===== src/rtl/sspe_pkg.sv =====
// ============================================================================
// sspe_pkg: shared types and constants of the spline segment evaluator
// Number formats, coefficient and pipeline word types, register indexes
// and order codes used by the evaluator and its checker.
// ============================================================================
`default_nettype none

package sspe_pkg;

    // Fraction bits of positions and time (Q16.16 positions, Q2.16 time).
    localparam int FRAC_BITS = 16;

    // Fixed widths of the interface fields.
    localparam int POS_W   = 32;
    localparam int TIME_W  = 18;
    localparam int INDEX_W = 3;

    // Doubled polynomial coefficients stay below 2^40 in magnitude.
    localparam int COEF_W  = 41;
    // Horner accumulator, bounded by the sum of coefficient magnitudes.
    localparam int ACC_W   = 44;
    // Product of the accumulator and the nonnegative time.
    localparam int PROD_W  = ACC_W + TIME_W + 1;

    localparam int NUM_COEF  = 6;
    localparam int NUM_CELLS = NUM_COEF - 1;
    // Input register, one register per cell, output register.
    localparam int LATENCY   = NUM_CELLS + 2;

    // Time value that means one full segment.
    localparam logic [31:0] TIME_ONE = 32'(64'd1 << FRAC_BITS);

    // Rounding constant for the Horner step (ties toward plus infinity).
    localparam logic signed [PROD_W-1:0] ROUND_HALF = PROD_W'(64'd1 << (FRAC_BITS - 1));

    // Saturation limits of the result, at accumulator width.
    localparam logic signed [ACC_W-1:0] POS_MAX = ACC_W'(64'sh7FFF_FFFF);
    localparam logic signed [ACC_W-1:0] POS_MIN = -ACC_W'(64'sh8000_0000);

    localparam logic [POS_W-1:0] POS_MAX_WORD = 32'h7FFF_FFFF;
    localparam logic [POS_W-1:0] POS_MIN_WORD = 32'h8000_0000;

    // Polynomial order codes; the remaining code three also selects the quintic.
    localparam logic [1:0] MODE_QUAD    = 2'd0;
    localparam logic [1:0] MODE_CUBIC   = 2'd1;
    localparam logic [1:0] MODE_QUINTIC = 2'd2;

    // Configuration register indexes.
    localparam logic [INDEX_W-1:0] REG_ORDER_MODE = 3'd0;
    localparam logic [INDEX_W-1:0] REG_START_POS  = 3'd1;
    localparam logic [INDEX_W-1:0] REG_START_VEL  = 3'd2;
    localparam logic [INDEX_W-1:0] REG_START_ACC  = 3'd3;
    localparam logic [INDEX_W-1:0] REG_END_POS    = 3'd4;
    localparam logic [INDEX_W-1:0] REG_END_VEL    = 3'd5;
    localparam logic [INDEX_W-1:0] REG_END_ACC    = 3'd6;

    typedef logic signed [COEF_W-1:0] coef_t;
    typedef logic signed [ACC_W-1:0]  acc_t;
    typedef logic [TIME_W-1:0]        time_t;

    // Word handed from one Horner cell to the next.
    typedef struct packed {
        logic  valid;
        time_t t;
        acc_t  acc;
    } stage_t;

endpackage

`default_nettype wire


===== src/rtl/sspe_cell.sv =====
// ============================================================================
// sspe_cell: one Horner step of the polynomial chain
// Multiplies the incoming accumulator by time, rounds, adds its own
// coefficient and registers the word for the next cell.
// ============================================================================
`default_nettype none

module sspe_cell (
    input  wire logic            clk,
    input  wire logic            rst_n,
    input  wire sspe_pkg::stage_t stage_in,
    input  wire sspe_pkg::coef_t  coef,
    output sspe_pkg::stage_t     stage_out
);

    logic                             valid_reg;
    sspe_pkg::time_t                  t_reg;
    sspe_pkg::acc_t                   acc_reg;
    sspe_pkg::acc_t                   acc_next;

    logic signed [sspe_pkg::PROD_W-1:0] prod;
    logic signed [sspe_pkg::PROD_W-1:0] prod_rnd;
    logic signed [sspe_pkg::PROD_W-1:0] prod_scaled;

    // Time is never negative here, so it enters the product with a zero sign bit.
    always_comb
    begin
        prod        = stage_in.acc * $signed({1'b0, stage_in.t});
        prod_rnd    = prod + sspe_pkg::ROUND_HALF;
        prod_scaled = prod_rnd >>> sspe_pkg::FRAC_BITS;
        acc_next    = prod_scaled[sspe_pkg::ACC_W-1:0] + sspe_pkg::ACC_W'(coef);
    end

    always_ff @(posedge clk or negedge rst_n)
    begin
        if (!rst_n)
        begin
            valid_reg <= 1'b0;
        end
        else
        begin
            valid_reg <= stage_in.valid;
        end
    end

    always_ff @(posedge clk)
    begin
        t_reg   <= stage_in.t;
        acc_reg <= acc_next;
    end

    assign stage_out = '{valid: valid_reg, t: t_reg, acc: acc_reg};

endmodule

`default_nettype wire


===== config.mk =====
export PLATFORM = sky130hd
export DESIGN_NAME = sspe_cell
export DESIGN_NICKNAME = d
export VERILOG_FILES = /design/src/rtl/sspe_pkg.sv /design/src/rtl/sspe_cell.sv
export SDC_FILE = /design/constraint.sdc
export NUM_CORES = 2
export LEC_CHECK = 0
export BUFFER_PORTS_ARGS = -buffer_cell sky130_fd_sc_hd__buf_2
export CAP_MARGIN = 25
export CORE_MARGIN = 2
export CORE_UTILIZATION = 40
export CTS_CLUSTER_DIAMETER = 40
export DETAILED_ROUTE_END_ITERATION = 8
export PLACE_DENSITY_LB_ADDON = 0.12
export SYNTH_ARGS = -nofsm -noshare
export SYNTH_HDL_FRONTEND = slang
export SYNTH_SLANG_ARGS = --single-unit

===== constraint.sdc =====
create_clock -name clk -period 0.8 [get_ports clk]
set_input_delay 0 -clock clk [delete_from_list [all_inputs] [get_ports clk]]
set_output_delay 0 -clock clk [all_outputs]
set_load 0.05 [all_outputs]

==> results.ini <==
[clocking]
htree_levels = 3
cts_buffer_depth = 2
cts_root_buf = clkbuf_16
cts_tree = done
cts-buffers-inserted = 9
cts_sinks = 63
ctsHoldBuffers = 8
path_clk_slew_ns = 0.08

[place]
routabilityCongestion = 0.918
port_buffers = 168
dp_hpwl_mm = 76.8

[global_routing]
antenna_found_initial = 9
grt_start_max_net_pins = 32
grt_pass1_vias = 25800
grt_usage_pct = 24.8
grt_pass1_wl_mm = 143
grt_overflow = 0

[worst_setup_path]
worstSetupPathType = in2reg
critPathCaptureType = flip-flop
slowest_stage = fa_1
cp_data_required_time_ns = 1.09
cp_common_cell = fa_1
worstPathArrival_ns = 8.42
crit_fanout = 5
critPathLaunchType = primary input
critPathMaxStageDelay_ns = 0.54

[routing]
dr.pass1.iters = 5
drc = 0
drt-vias-per-instance = 4.85
drt_iter0_markers = 958
final_antenna_net_count = 0
vias = 22900
wl_per_cell_microns = 18.9
routed_wl_mm = 89.3

[timing]
fmax_ghz = 0.123
fin_crit_ns = 8.12
final-max-slew-violation-count = 0
worst_pin_slew_ns = 0.535
setup-violations-final = 107
rsz0062_at_grt = true
slew_headroom_pct = 64.0
whs_ns = -0.130
hold_viol_final = 3
setup_ws_ns = -7.32
period_share_pct = 1020

[logic_synthesis]
netlist.area_leader.share_pct = 50.1
synth-seq-cells = 63
synth_area_sq_um = 29200
async_flop_share_pct = 1.59
synth_top_area_cell = fa_1
synthTopCellsByArea = fa_1 (50%), ha_1 (10%), inv_1 (9.1%)
yosysMostFrequentCell = fa_1
synth_edf_count = 0
ys_seq_area_share_pct = 4.34
synth_cell_types = 57
yosys_warnings = 0
syn_inst = 3170
synth_area_per_cell_sq_um = 9.20
syn-num-nets = 4244
synth_common_cells = fa_1 (730), inv_1 (708), nand2_1 (465)
synthFlopType = dfxtp_1

[floorplanning]
num_io_pins = 169
dieArea_sq_um = 75100
die_x_microns = 274
chipHeight_microns = 274
rows = 99
core_sq_um = 72600
initial_utilization_pct = 40.2

[run]
maxCapViolCount = 0

[layout]
drive_above_1_share_pct = 26.8
syn_to_final_growth_pct = 29.3
largest_register_ffs = 44
nets = 4824
fillers = 6820

[outcome]
violations = hold timing, setup timing
status = finished, violations left

[worst_hold_path]
hp-class = in2reg

## logic make-up (layout without fill, tap and decap cells)
kind of cell,Yosys count,after routing,share of synthesized area (%)
AO/OA/AOI/OAI,248,248,5.55
XOR/XNOR,94,94,2.82
adder cells (fa/ha/maj),968,968,60.3
buffers and inverters,843,1428,10.9
flip-flops,63,63,4.34
other,0,5,0
AND/OR/NAND/NOR,954,954,16.1
## per-stage QoR
step	area (sq um)	setup slack (ns)	TNS (ns)	util (%)	cells
3_5_place_dp	34900	-8.30	-320.58	48.1	4656
2_1_floorplan	29600	-7.05	-264.76	-	3170
5_1_grt	37700	-7.61	-297.45	51.9	4717
4_1_cts	37000	-7.32	-287.11	50.9	4706
3_3_place_gp	34900	-8.27	-318.84	48.1	4656
6_report	37700	-7.32	-285.00	52.0	4719
## area by class of cell
cell class              instances  area [sq um]  area share (%)
well taps                     959          1200            3.18
clock buffers                   9           225           0.597
multi-input cells            2264         26100            69.3
flip-flops and latches         63          1340            3.56
repair buffers                703          6090            16.2
clock inverters                 7          47.5           0.126
diodes                          5          12.5          0.0332
inverters                     709          2660            7.06
## repair_timing
item / in CTS / in global routing
hold endpoints to repair: 10 / 3
endpoints found under the setup margin: 107 / 107
pin swaps: 122 / 86
gates resized for setup: 402 / 150
buffers inserted: 32 / 16
## per-layer routing
layer / up-vias / share of wire (%) / global-route usage, %
met5: - / 0.017 / 0
met4: 4 / 2.7 / 7.27
met1: 11800 / 43 / 33.1
met3: 102 / 4.3 / 2.90
li1: 10500 / - / -
met2: 488 / 50 / 42.5
## worst paths after layout
path                             start     endpoint  slack (ns)  depth (start not counted)
min in group asynchronous        rst_n    valid_reg        0.42                          3
worst max-delay path       stage_in[9]  acc_reg[42]       -7.32                         34
max in group asynchronous        rst_n    valid_reg        0.28                          3
worst min-delay path           coef[0]   acc_reg[0]       -0.13                          2
## critical path, delay by kind of cell
family	cells	cell delay (ns)
xor gates and xnor gates	2	0.29
AOI/OAI and AO/OA	11	2.42
buffers and inverters	7	0.71
adders and majority gates	9	4.06
and+or+nand+nor	5	0.88
## cell usage in the layout, fill, tap and decap left out, types with 14 or more instances in the layout
master and instances:
buf_4 472, nand4_1 14, fa_2 20, ha_4 31, nand2_1 459, a21oi_1 44, fa_1 710, a21oi_2 33
a21o_1 29, xor2_1 28, buf_6 57, and2_1 348, dfxtp_2 62, ha_1 202, buf_2 79, buf_8 62
nor2_1 31, inv_2 16, and2_4 14, buf_12 25, xnor2_1 49, o21bai_1 14, inv_1 692, o21ai_0 16
xnor2_2 14
Power is not shown: default switching activity piles up to over one toggle a cycle in this logic, so the estimate is an artifact.
