--- src/rtl/sspe_pkg.sv ---
// ============================================================================
// sspe_pkg: shared types and constants of the spline segment evaluator
// Number formats, coefficient and pipeline word types, register indexes
// and order codes used by the evaluator and its checker.
// ============================================================================
`default_nettype none

package sspe_pkg;

    // Fraction bits of positions and time (Q16.16 positions, Q2.16 time).
    localparam int FRAC_BITS = 16;

    // Fixed widths of the interface fields.
    localparam int POS_W   = 32;
    localparam int TIME_W  = 18;
    localparam int INDEX_W = 3;

    // Doubled polynomial coefficients stay below 2^40 in magnitude.
    localparam int COEF_W  = 41;
    // Horner accumulator, bounded by the sum of coefficient magnitudes.
    localparam int ACC_W   = 44;
    // Product of the accumulator and the nonnegative time.
    localparam int PROD_W  = ACC_W + TIME_W + 1;

    localparam int NUM_COEF  = 6;
    localparam int NUM_CELLS = NUM_COEF - 1;
    // Input register, one register per cell, output register.
    localparam int LATENCY   = NUM_CELLS + 2;

    // Time value that means one full segment.
    localparam logic [31:0] TIME_ONE = 32'(64'd1 << FRAC_BITS);

    // Rounding constant for the Horner step (ties toward plus infinity).
    localparam logic signed [PROD_W-1:0] ROUND_HALF = PROD_W'(64'd1 << (FRAC_BITS - 1));

    // Saturation limits of the result, at accumulator width.
    localparam logic signed [ACC_W-1:0] POS_MAX = ACC_W'(64'sh7FFF_FFFF);
    localparam logic signed [ACC_W-1:0] POS_MIN = -ACC_W'(64'sh8000_0000);

    localparam logic [POS_W-1:0] POS_MAX_WORD = 32'h7FFF_FFFF;
    localparam logic [POS_W-1:0] POS_MIN_WORD = 32'h8000_0000;

    // Polynomial order codes; the remaining code three also selects the quintic.
    localparam logic [1:0] MODE_QUAD    = 2'd0;
    localparam logic [1:0] MODE_CUBIC   = 2'd1;
    localparam logic [1:0] MODE_QUINTIC = 2'd2;

    // Configuration register indexes.
    localparam logic [INDEX_W-1:0] REG_ORDER_MODE = 3'd0;
    localparam logic [INDEX_W-1:0] REG_START_POS  = 3'd1;
    localparam logic [INDEX_W-1:0] REG_START_VEL  = 3'd2;
    localparam logic [INDEX_W-1:0] REG_START_ACC  = 3'd3;
    localparam logic [INDEX_W-1:0] REG_END_POS    = 3'd4;
    localparam logic [INDEX_W-1:0] REG_END_VEL    = 3'd5;
    localparam logic [INDEX_W-1:0] REG_END_ACC    = 3'd6;

    typedef logic signed [COEF_W-1:0] coef_t;
    typedef logic signed [ACC_W-1:0]  acc_t;
    typedef logic [TIME_W-1:0]        time_t;

    // Word handed from one Horner cell to the next.
    typedef struct packed {
        logic  valid;
        time_t t;
        acc_t  acc;
    } stage_t;

endpackage

`default_nettype wire

--- src/rtl/sspe_coef.sv ---
// ============================================================================
// sspe_coef: boundary condition registers and coefficient generator
// Holds the segment registers and forms the six doubled polynomial
// coefficients from them, registered for the Horner cells.
// ============================================================================
`default_nettype none

module sspe_coef (
    input  wire logic                              clk,
    input  wire logic                              rst_n,
    input  wire logic                              wr_en,
    input  wire logic [sspe_pkg::INDEX_W-1:0]      wr_index,
    input  wire logic [sspe_pkg::POS_W-1:0]        wr_data,
    output sspe_pkg::coef_t                        coef [sspe_pkg::NUM_COEF]
);

    logic [1:0]                        order_mode_reg;
    logic signed [sspe_pkg::POS_W-1:0] start_pos_reg;
    logic signed [sspe_pkg::POS_W-1:0] start_vel_reg;
    logic signed [sspe_pkg::POS_W-1:0] start_acc_reg;
    logic signed [sspe_pkg::POS_W-1:0] end_pos_reg;
    logic signed [sspe_pkg::POS_W-1:0] end_vel_reg;
    logic signed [sspe_pkg::POS_W-1:0] end_acc_reg;

    sspe_pkg::coef_t coef_reg  [sspe_pkg::NUM_COEF];
    sspe_pkg::coef_t coef_next [sspe_pkg::NUM_COEF];

    sspe_pkg::coef_t sp, sv, sa, ep, ev, ea;
    sspe_pkg::coef_t dx, y1x2, y2, y3;

    always_ff @(posedge clk or negedge rst_n)
    begin
        if (!rst_n)
        begin
            order_mode_reg <= sspe_pkg::MODE_QUINTIC;
            start_pos_reg  <= '0;
            start_vel_reg  <= '0;
            start_acc_reg  <= '0;
            end_pos_reg    <= '0;
            end_vel_reg    <= '0;
            end_acc_reg    <= '0;
        end
        else if (wr_en)
        begin
            unique case (wr_index)
                sspe_pkg::REG_ORDER_MODE: order_mode_reg <= wr_data[1:0];
                sspe_pkg::REG_START_POS:  start_pos_reg  <= wr_data;
                sspe_pkg::REG_START_VEL:  start_vel_reg  <= wr_data;
                sspe_pkg::REG_START_ACC:  start_acc_reg  <= wr_data;
                sspe_pkg::REG_END_POS:    end_pos_reg    <= wr_data;
                sspe_pkg::REG_END_VEL:    end_vel_reg    <= wr_data;
                sspe_pkg::REG_END_ACC:    end_acc_reg    <= wr_data;
                default:
                begin
                end
            endcase
        end
    end

    // Coefficients are kept at twice their value so every weight is integral.
    always_comb
    begin
        sp = sspe_pkg::COEF_W'(start_pos_reg);
        sv = sspe_pkg::COEF_W'(start_vel_reg);
        sa = sspe_pkg::COEF_W'(start_acc_reg);
        ep = sspe_pkg::COEF_W'(end_pos_reg);
        ev = sspe_pkg::COEF_W'(end_vel_reg);
        ea = sspe_pkg::COEF_W'(end_acc_reg);

        dx   = ep - sp;
        y1x2 = (ep <<< 1) - sa - (sv <<< 1) - (sp <<< 1);
        y2   = ev - sa - sv;
        y3   = ea - sa;

        coef_next[0] = '0;
        coef_next[1] = '0;
        coef_next[2] = '0;
        coef_next[3] = '0;
        coef_next[4] = sv <<< 1;
        coef_next[5] = sp <<< 1;

        unique case (order_mode_reg)
            sspe_pkg::MODE_QUAD:
            begin
                coef_next[3] = (ep - sp - sv) <<< 1;
            end
            sspe_pkg::MODE_CUBIC:
            begin
                coef_next[2] = (ev + sv - (dx <<< 1)) <<< 1;
                coef_next[3] = ((dx <<< 1) + dx - (sv <<< 1) - ev) <<< 1;
            end
            default:
            begin
                coef_next[0] = sspe_pkg::coef_t'(6) * y1x2 - sspe_pkg::coef_t'(6) * y2 + y3;
                coef_next[1] = sspe_pkg::coef_t'(14) * y2 - sspe_pkg::coef_t'(15) * y1x2
                               - (y3 <<< 1);
                coef_next[2] = sspe_pkg::coef_t'(10) * y1x2 - (y2 <<< 3) + y3;
                coef_next[3] = sa;
            end
        endcase
    end

    always_ff @(posedge clk or negedge rst_n)
    begin
        if (!rst_n)
        begin
            for (int i = 0; i < sspe_pkg::NUM_COEF; i++)
            begin
                coef_reg[i] <= '0;
            end
        end
        else
        begin
            for (int i = 0; i < sspe_pkg::NUM_COEF; i++)
            begin
                coef_reg[i] <= coef_next[i];
            end
        end
    end

    always_comb
    begin
        for (int i = 0; i < sspe_pkg::NUM_COEF; i++)
        begin
            coef[i] = coef_reg[i];
        end
    end

endmodule

`default_nettype wire

--- config.mk ---
export PLATFORM = sky130hd
export DESIGN_NAME = sspe_coef
export DESIGN_NICKNAME = d
export VERILOG_FILES = /design/src/rtl/sspe_pkg.sv /design/src/rtl/sspe_coef.sv
export SDC_FILE = /design/constraint.sdc
export NUM_CORES = 2
export LEC_CHECK = 0
export ABC_CLOCK_PERIOD_IN_PS = 12000
export BUFFER_PORTS_ARGS = -buffer_cell sky130_fd_sc_hd__buf_2
export CAP_MARGIN = 15
export CORE_AREA = 4 4 344 346
export CTS_BUF_LIST = sky130_fd_sc_hd__clkbuf_8
export CTS_CLUSTER_SIZE = 16
export DETAILED_ROUTE_END_ITERATION = 7
export DIE_AREA = 0 0 348 350
export HOLD_SLACK_MARGIN = 0.15
export SYNTH_ARGS = -nofsm -noshare
export SYNTH_HDL_FRONTEND = slang
export SYNTH_SLANG_ARGS = --single-unit
--- constraint.sdc ---
create_clock -name clk -period 12 [get_ports clk]
set_input_delay 0.6 -clock clk [delete_from_list [all_inputs] [get_ports clk]]
set_output_delay 0.6 -clock clk [all_outputs]
set_load 0.02 [all_outputs]
==> run_results.csv <==
group,metric,value,unit
setup_path,start_kind,"register",
drt,wl_per_cell,20.8,um
sta,tns,0,ns
logic_synthesis,synth_seq_cells,418,
sta,setup_viol,0,
setup_path,cp_max_fo,7,
clock_tree,cts.repair.resized,0,
cells_and_area,nNetsFinal,7088,
logic_synthesis,yosys.area.top_type,"dfrtp_1",
sta,drv_slew,0,
placement,gp_congestion,0.947,
outcome,status,"completed",
drt,drtIter0Drc,3078,
logic_synthesis,synth.avg_cell_area,9.15,um^2
logic_synthesis,async_flop_share,100,%
cells_and_area,final_layout_size_suffix_gt1_share,10.8,%
sta,hold_viol_final,0,
sta,period_share,92.9,%
global_route,grt_pass1_wl,241000,um
global_route,grtUsageTotal,25.4,%
logic_synthesis,synth-edff-count,0,
placement,dp_hpwl,130000,um
floorplanning,dieArea,122000,um^2
sta,max_freq,0.0897,GHz
sta,worstMarginPinSlew,1.25,ns
setup_path,path_class,"reg -> reg",
global_route,grt_max_degree,111,
clock_tree,clk_root_buffer_cell,"clkbuf_8",
clock_tree,clkTransAtPathRegs,0.06,ns
placement,dp.cells,7366,
logic_synthesis,synth_top_area_share,20.2,%
clock_tree,clkLatencyLatePin,0.75,ns
drt,post-route-drc-count,0,
sta,slew_headroom,15.4,%
floorplanning,chipHeight,350,um
floorplanning,start_util,44.7,%
logic_synthesis,ys.flop_type,"dfrtp_1",
placement,io_buffers,281,
setup_path,arrival,11.82,ns
setup_path,cp.required,12.67,ns
clock_tree,cts_setup_buffers,0,
clock_tree,ctsHtreeMaxLevel,3,
drt,ant_nets,0,
logic_synthesis,synth_area_leaders,"dfrtp_1 (20%), fa_1 (17%), ha_1 (16%), inv_1 (5.8%), xnor2_1 (4.5%)",
logic_synthesis,ys_warn_count,0,
clock_tree,cts_buffers,82,
global_route,grt_overflow,0,
setup_path,slowest_stage,"fa_1",
logic_synthesis,synth_most_common_cell,"inv_1",
clock_tree,cts_tree,"done",
floorplanning,rows,125,
global_route,antenna_found_initial,13,
clock_tree,clock_path_buffers,3,
logic_synthesis,synth_cell_types,97,
logic_synthesis,seq_area_frac_synth,20.3,%
min_path,hold_class,"in -> reg",
cells_and_area,layoutNonFillerInstCount,7552,
floorplanning,fp.dieW,348,um
cells_and_area,syn2layout_area_growth,10.2,%
clock_tree,ctsHoldBuffers,26,
drt,routed_wl,157000,um
run,maxCapViolCount,0,
logic_synthesis,synthesis.instances,5636,
drt,drt_pass1_iterations,6,
min_path,hold_depth,3,
sta,fin_skew,0.0314,ns
setup_path,reg2regPathDepth,46,
floorplanning,pin_count,284,
cells_and_area,largest_reg_flops,224,
sta,rsz0062_at_grt,"no",
setup_path,cp-end-kind,"register",
sta,period_needed,11.15,ns
logic_synthesis,syn_area,51600,um^2
setup_path,slowest_delay,0.58,ns
logic_synthesis,synth_commonest_cells,"inv_1 (791), ha_1 (661), fa_1 (437), dfrtp_1 (417), a21oi_1 (407)",
sta,holdWs,0.196,ns
cells_and_area,finish.utilization,49.3,%
drt,vias_per_cell,5.53,
floorplanning,core_region_area,115000,um^2
global_route,grt_pass1_vias,40911,
clock_tree,cts_sinks,418,
drt,dr_total_vias,41778,
[layout make-up]
class	instances	area [um^2]
antenna	11	27.5
clock buffer	101	1390
clock inverter	48	418
fill	11280	58600
inverter	795	2990
multi-input combinational	4298	37600
sequential	418	10500
tap	1524	1910
timing repair buffer	357	2080
[cells in the final DEF, fill, tap and decap left out, types with 94 or more instances in the layout]
cell type    n
nand2_1    286
o21ai_0    313
buf_2      280
nand3_1     94
a21o_1     267
mux2_2     124
xnor2_1    264
inv_1      808
fa_1       437
ha_1       661
nor2_1     295
a21oi_1    407
clkbuf_8   101
dfrtp_1    417
xor2_1     161
[path summary, 6_finish.rpt]
| path | start | end | slack [ns] |
|---|---|---|---|
| max | start_acc_reg[0] | coef[201] | 0.85 |
| min | wr_data[7] | start_pos_reg[7] | 0.20 |
| max in group asynchronous | rst_n | coef[157] | 8.86 |
| min in group asynchronous | rst_n | coef[171] | 0.44 |
| max reg2reg | start_acc_reg[0] | coef[201] | 0.85 |
| min reg2reg | start_pos_reg[5] | coef[6] | 0.38 |
[kinds of logic after synthesis]
logic type | Yosys count | share of synthesized area, %
muxes | 143 | 3.08
and+or+nand+nor | 1154 | 10.9
AOI/OAI and AO/OA | 1473 | 18.4
adders and majority gates | 1098 | 33.0
other | 1 | 0.00727
buffers and inverters | 921 | 6.89
xor gates and xnor gates | 428 | 7.34
DFF | 418 | 20.3
[per-layer routing]
metal  track usage, %  share of wire [%]
met3             3.69                5.8
met2             44.4                 49
met1             32.8                 42
met5                0              0.026
met4             7.63                3.3
[metrics by stage]
step	instance area (um^2)	setup WS [ns]
6_report	56900	0.849
5_1_grt	56800	0.0126
4_1_cts	56800	0.863
3_5_place_dp	54800	0.954
3_3_place_gp	54800	1.09
2_1_floorplan	51600	1.66
[worst max-delay path, delay by kind of cell (launching register included)]
family / cells / cell delay (ns)
adders and majority gates: 10 / 4.37
AOI/OAI and AO/OA: 21 / 4.26
and+or+nand+nor: 6 / 0.96
buffers and inverters: 7 / 0.72
DFF: 1 / 0.40
muxes: 1 / 0.23
xor gates and xnor gates: 1 / 0.12
Power is not shown: default switching activity piles up to over one toggle a cycle in this logic, so the estimate is an artifact.
